[src/hdl/mpwm_pkg.sv]
`default_nettype none
package mpwm_pkg;

    localparam int NODES           = 256;
    localparam int PATTERNS        = 256;
    localparam int MAX_PATTERN_LEN = 32;
    localparam int ALPHABET        = 256;
    localparam int TICKERS         = 256;
    localparam int MAX_MATCHES     = 64;

    localparam int BW   = $clog2(ALPHABET);
    localparam int NW   = $clog2(NODES);
    localparam int NCW  = $clog2(NODES + 1);
    localparam int PW   = $clog2(PATTERNS);
    localparam int PCW  = $clog2(PATTERNS + 1);
    localparam int LW   = $clog2(MAX_PATTERN_LEN + 1);
    localparam int TPW  = $clog2(MAX_PATTERN_LEN + 2);
    localparam int TW   = $clog2(TICKERS);
    localparam int HCW  = $clog2(MAX_MATCHES + 1);
    localparam int TTW  = NW + BW;
    localparam int TTD  = NODES * ALPHABET;
    localparam int HW   = MAX_PATTERN_LEN + 1;

    localparam logic [2:0] OP_PAT_BYTE = 3'd0;
    localparam logic [2:0] OP_END_PAT  = 3'd1;
    localparam logic [2:0] OP_BUILD    = 3'd2;
    localparam logic [2:0] OP_TEXT     = 3'd3;
    localparam logic [2:0] OP_END_TEXT = 3'd4;
    localparam logic [2:0] OP_CLEAR    = 3'd5;

    localparam logic [2:0] STAT_OK        = 3'd0;
    localparam logic [2:0] STAT_NODE_FULL = 3'd1;
    localparam logic [2:0] STAT_TOO_LONG  = 3'd2;
    localparam logic [2:0] STAT_PHASE     = 3'd3;
    localparam logic [2:0] STAT_OVERFLOW  = 3'd4;

    typedef enum logic [4:0] {
        CS_CLR,
        CS_IDLE,
        CS_DECODE,
        CS_ACK,
        CS_P_RD,
        CS_P_EV,
        CS_E_RD,
        CS_E_WR,
        CS_B_INIT,
        CS_B0_RD,
        CS_B0_EV,
        CS_BQ,
        CS_BQ_EV,
        CS_BF_EV,
        CS_BO,
        CS_BC_RD1,
        CS_BC_RD2,
        CS_BC_EV,
        CS_S_START,
        CS_S_NODE,
        CS_S_NH,
        CS_S_P,
        CS_S_PE,
        CS_S_SEEN,
        CS_S_ADV,
        CS_S_ADV2,
        CS_S_SCLR,
        CS_S_FIN
    } state_t;

    typedef struct packed {
        state_t step;
        logic   accept;
    } cmd_t;

    typedef struct packed {
        logic [2:0] op;
        logic       built;
        logic       broken;
        logic       len_full;
        logic       clr_last;
        logic       chr_last;
        logic       q_empty;
        logic       s_zero;
        logic       p_zero;
        logic       check_go;
        logic       seen_wait;
        logic       out_free;
    } sts_t;

    function automatic logic [BW-1:0] fold(input logic [BW-1:0] b);
        logic [BW-1:0] r;
        r = (b >= BW'("A") && b <= BW'("Z")) ? b + (BW'("a") - BW'("A")) : b;
        return r;
    endfunction

    function automatic logic is_word(input logic [BW-1:0] b);
        logic r;
        r = (b >= BW'("a") && b <= BW'("z")) || (b >= BW'("A") && b <= BW'("Z")) ||
            (b >= BW'("0") && b <= BW'("9")) || (b == BW'("_"));
        return r;
    endfunction

    function automatic logic [TW-1:0] tick_slot(input logic [7:0] t);
        logic [TW-1:0] r;
        r = TW'(t % TICKERS);
        return r;
    endfunction

endpackage
`default_nettype wire

[src/hdl/mpwm_ctrl.sv]
`default_nettype none
module mpwm_ctrl (
    input  wire logic           clk,
    input  wire logic           rst_n,
    input  wire logic           req_valid,
    input  wire mpwm_pkg::sts_t sts,
    output mpwm_pkg::cmd_t      cmd,
    output logic                req_stall
);
    import mpwm_pkg::*;

    state_t state_reg, state_next;
    logic   clr_ack_reg, clr_ack_next;
    state_t after_walk;

    always_ff @(posedge clk or negedge rst_n)
    begin
        if (!rst_n)
        begin
            state_reg   <= CS_CLR;
            clr_ack_reg <= 1'b0;
        end
        else
        begin
            state_reg   <= state_next;
            clr_ack_reg <= clr_ack_next;
        end
    end

    assign after_walk = (sts.op == OP_TEXT) ? CS_S_ADV : CS_S_SCLR;

    always_comb
    begin
        state_next   = state_reg;
        clr_ack_next = clr_ack_reg;
        cmd.step     = state_reg;
        cmd.accept   = 1'b0;
        req_stall    = (state_reg != CS_IDLE);
        case (state_reg)
            CS_CLR:
            begin
                if (sts.clr_last)
                begin
                    state_next   = clr_ack_reg ? CS_ACK : CS_IDLE;
                    clr_ack_next = 1'b0;
                end
            end
            CS_IDLE:
            begin
                if (req_valid)
                begin
                    cmd.accept = 1'b1;
                    state_next = CS_DECODE;
                end
            end
            CS_DECODE:
            begin
                case (sts.op)
                    OP_PAT_BYTE:
                        state_next = (sts.built || sts.broken || sts.len_full) ? CS_ACK : CS_P_RD;
                    OP_END_PAT:
                        state_next = sts.built ? CS_ACK : CS_E_RD;
                    OP_BUILD:
                        state_next = sts.built ? CS_ACK : CS_B_INIT;
                    OP_TEXT, OP_END_TEXT:
                        state_next = sts.built ? CS_S_START : CS_ACK;
                    OP_CLEAR:
                    begin
                        state_next   = CS_CLR;
                        clr_ack_next = 1'b1;
                    end
                    default:
                        state_next = CS_ACK;
                endcase
            end
            CS_ACK, CS_S_FIN:
            begin
                if (sts.out_free)
                begin
                    state_next = CS_IDLE;
                end
            end
            CS_P_RD:   state_next = CS_P_EV;
            CS_P_EV:   state_next = CS_ACK;
            CS_E_RD:   state_next = CS_E_WR;
            CS_E_WR:   state_next = CS_ACK;
            CS_B_INIT: state_next = CS_B0_RD;
            CS_B0_RD:  state_next = CS_B0_EV;
            CS_B0_EV:  state_next = sts.chr_last ? CS_BQ : CS_B0_RD;
            CS_BQ:     state_next = sts.q_empty ? CS_ACK : CS_BQ_EV;
            CS_BQ_EV:  state_next = CS_BF_EV;
            CS_BF_EV:  state_next = CS_BO;
            CS_BO:     state_next = CS_BC_RD1;
            CS_BC_RD1: state_next = CS_BC_RD2;
            CS_BC_RD2: state_next = CS_BC_EV;
            CS_BC_EV:  state_next = sts.chr_last ? CS_BQ : CS_BC_RD1;
            CS_S_START: state_next = sts.check_go ? CS_S_NODE : after_walk;
            CS_S_NODE: state_next = sts.s_zero ? after_walk : CS_S_NH;
            CS_S_NH:   state_next = CS_S_P;
            CS_S_P:    state_next = sts.p_zero ? CS_S_NODE : CS_S_PE;
            CS_S_PE:   state_next = CS_S_SEEN;
            CS_S_SEEN: state_next = sts.seen_wait ? CS_S_SEEN : CS_S_P;
            CS_S_ADV:  state_next = CS_S_ADV2;
            CS_S_ADV2: state_next = CS_S_FIN;
            CS_S_SCLR: state_next = sts.chr_last ? CS_S_FIN : CS_S_SCLR;
            default:   state_next = CS_IDLE;
        endcase
    end
endmodule
`default_nettype wire

[config.mk]
export PLATFORM = sky130hd
export DESIGN_NAME = mpwm_ctrl
export DESIGN_NICKNAME = d
export VERILOG_FILES = /design/src/hdl/mpwm_pkg.sv /design/src/hdl/mpwm_ctrl.sv
export SDC_FILE = /design/constraint.sdc
export NUM_CORES = 1
export LEC_CHECK = 0
export BUFFER_PORTS_ARGS = -buffer_cell sky130_fd_sc_hd__buf_2
export CAP_MARGIN = 10
export CORE_MARGIN = 2
export CORE_UTILIZATION = 40
export DETAILED_ROUTE_END_ITERATION = 10
export GPL_TIMING_DRIVEN = 0
export PLACE_DENSITY = 0.74
export SETUP_SLACK_MARGIN = 0.2
export SLEW_MARGIN = 20
export SYNTH_ARGS = -nofsm -noshare
export SYNTH_HDL_FRONTEND = slang
export SYNTH_SLANG_ARGS = --single-unit
[constraint.sdc]
create_clock -name clk -period 3.37 [get_ports clk]
set_input_delay 0.1685 -clock clk [delete_from_list [all_inputs] [get_ports clk]]
set_output_delay 0.1685 -clock clk [all_outputs]
set_load 0.02 [all_outputs]
==> results.py <==
metrics = {
    "outcome": {
        "status": "finished, final reports clean",
    },
    "global_routing": {
        "grt_overflow": 0,
        "antenna_found_initial": 0,
        "first_global_vias": 1023,
        "grt_start_max_net_pins": 11,
        "grtUsageTotal_pct": 21.4,
        "grt_pass1_wl_microns": 4340,
    },
    "timing": {
        "fin_crit_ps": 1620,
        "tightest_slew_ps": 370,
        "relSlewSlack_pct": 75.0,
        "hold_slack_ps": 262,
        "max_freq_mhz": 616,
        "post-route-period-util_pct": 48.2,
        "finClkSkew_ps": 3.01,
        "hold_viol_final": 0,
        "final-setup-viol-count": 0,
        "rsz0062_at_grt": "no",
        "finalMaxSlewViolations": 0,
        "fin_setup_tns_ps": 0,
        "setup_ws_ps": 1750,
    },
    "detailed_routing": {
        "dr_total_vias": 1077,
        "ant_nets": 0,
        "via_per_inst": 6.02,
        "first_iter_violations": 99,
        "wl_microns": 2600,
        "dr.pass1.iters": 5,
        "route.detailed.drc": 0,
        "avgRoutedWirePerCell_microns": 14.5,
    },
    "finish": {
        "fillers": 228,
        "largest_reg_flops": 5,
        "layout.nets": 170,
        "synthToLayoutAreaGrowth_pct": 19.9,
        "multi_input_area_sq_um": 634,
        "final_cell_count_no_fill": 179,
        "diodes": 0,
        "ff_latch_area_sq_um": 150,
        "design_area_sq_mm": 0.00107,
        "drive_gt1_share_pct": 31.1,
        "fin_util_pct": 49.4,
    },
    "clocking": {
        "clock_sinks": 6,
        "clock_latency_ps": 240,
        "cts_made_buffers": 3,
        "cts_resized": 0,
        "ctsHtreeMaxLevel": 1,
        "clock_path_buffers": 2,
        "path_clk_slew_ps": 40,
        "cts_tree": "built",
        "cts_root_buf": "clkbuf_4",
    },
    "critical_path": {
        "critPathMostFrequentCell": "buf_2",
        "r2r_setup_slack_ps": 1790,
        "slowest_delay_ps": 430,
        "critPathLaunchType": "flip-flop",
        "crit_slowest_cell": "dfrtp_1",
        "path_max_fanout": 10,
        "crit_arrival_ps": 1460,
        "cp_cell_sequence": "buf_6 -> buf_2 -> nand4_1 -> nor2_1 -> buf_2",
        "endpoint_kind": "output pin",
        "path_class": "flip-flop to output pin",
        "crit_required_ps": 3200,
    },
    "yosys": {
        "netlist_area_sq_um": 895,
        "synth_commonest_cells": "14 x nand2_1, 11 x nor2_1, 9 x a21oi_1, 9 x o21ai_0, 7 x nor3_1",
        "syn-num-nets": 142,
        "synth_top_area_share_pct": 16.8,
        "postSynthAreaPerCell_sq_um": 7.16,
        "yosys.area.top_type": "dfrtp_1",
        "yosysWarnings": 0,
        "yosysMostFrequentCell": "nand2_1",
        "synthTopCellsByArea": "dfrtp_1 17%, nand2_1 5.9%, a21oi_1 5.0%",
        "synth_enable_flop_cells": 0,
        "ys.flop_type": "dfrtp_1",
        "postSynth.asyncResetShare_pct": 100,
        "ys_types": 49,
        "yosys_register_bits": 6,
        "postSynthCellCount": 125,
        "yosysSeqAreaShare_pct": 16.8,
    },
    "placement": {
        "pre_cts_ws_ps": 1820,
        "placed_cell_area_sq_mm": 0.00104,
        "numPortBuffers": 22,
        "dp.cells": 175,
        "place_congestion": 0.958,
        "dp_hpwl_microns": 1980,
    },
    "die": {
        "fp-row-count": 17,
        "die_area_sq_mm": 0.00263,
        "core_area_sq_mm": 0.00217,
        "io_pins": 24,
        "start_util_pct": 41.2,
        "die_h_microns": 51.3,
        "die_w_microns": 51.3,
    },
    "power": {
        "leakagePower_nw": 0.451,
        "ir_worst_vdd_mv": 0.436,
        "p_per_area_mw_per_mm2": 735,
        "totalPowerFinal_uw": 789,
    },
    "worst_hold_path": {
        "hold_class": "input port to flip-flop",
    },
    "job": {
        "maxCapViolCount": 0,
    },
}
==> timing repair <==
item / CTS / global route
endpoints found under the setup margin: 0 / 0
setup buffers: 0 / 0
endpoints found under the hold margin: 6 / 0
hold buffers: 1 / 0
==> where the power goes <==
group | switching (mW) | internal, mW | leakage (nW) | total (mW)
combinational | 0.350 | 0.244 | 0.360 | 0.594
sequential | 0.0368 | 0.0949 | 0.0778 | 0.132
clock | 0.0227 | 0.0401 | 0.0138 | 0.0628
==> metal layers <==
metal / GRT usage (%) / part of all wire (%)
met1: 28.3 / 44
met2: 33.8 / 46
met3: 4.97 / 9.5
met4: 8.33 / 0.23
met5: 0 / 0
==> cells by family (layout without fill, tap and decap cells) <==
logic type	after synthesis	count (layout)	share of synthesized area [%]
buf+inv	17	43	12.3
flops	6	6	16.8
compound gates	40	40	30.6
mux	2	2	2.94
simple gates	60	60	37.3
==> layout by cell type, fill, tap and decap left out, types with 4 or more instances in the layout <==
cell type / instances
o21ai_0: 9
a21oi_1: 9
nor2_1: 11
nor3_1: 7
buf_2: 23
clkbuf_4: 4
dfrtp_1: 6
buf_6: 4
inv_1: 5
nand2_1: 14
nor2b_1: 4
==> critical path, delay by kind of cell (launching register included) <==
family	cells	cell delay (ps)
buffers and inverters	3	560
and+or+nand+nor	2	220
DFF	1	430
==> worst paths after layout <==
path / cells after the start / end / startpoint
max: 5 / cmd[0] / state_reg[0]
min: 3 / state_reg[0] / sts[7]
max reg2reg: 6 / state_reg[1] / state_reg[3]
min reg2reg: 2 / clr_ack_reg / clr_ack_reg
max in group asynchronous: 2 / state_reg[0] / rst_n
min in group asynchronous: 2 / state_reg[4] / rst_n
==> final cells by class <==
cell class              count  area share (%)
flip-flops and latches      6            14.0
repair buffers             23            11.2
clock buffers               3            2.10
multi-input cells         102            59.2
plain buffers              10            7.82
well taps                  28            3.27
inverters                   7            2.45
Power figures use the tool's default switching activity.
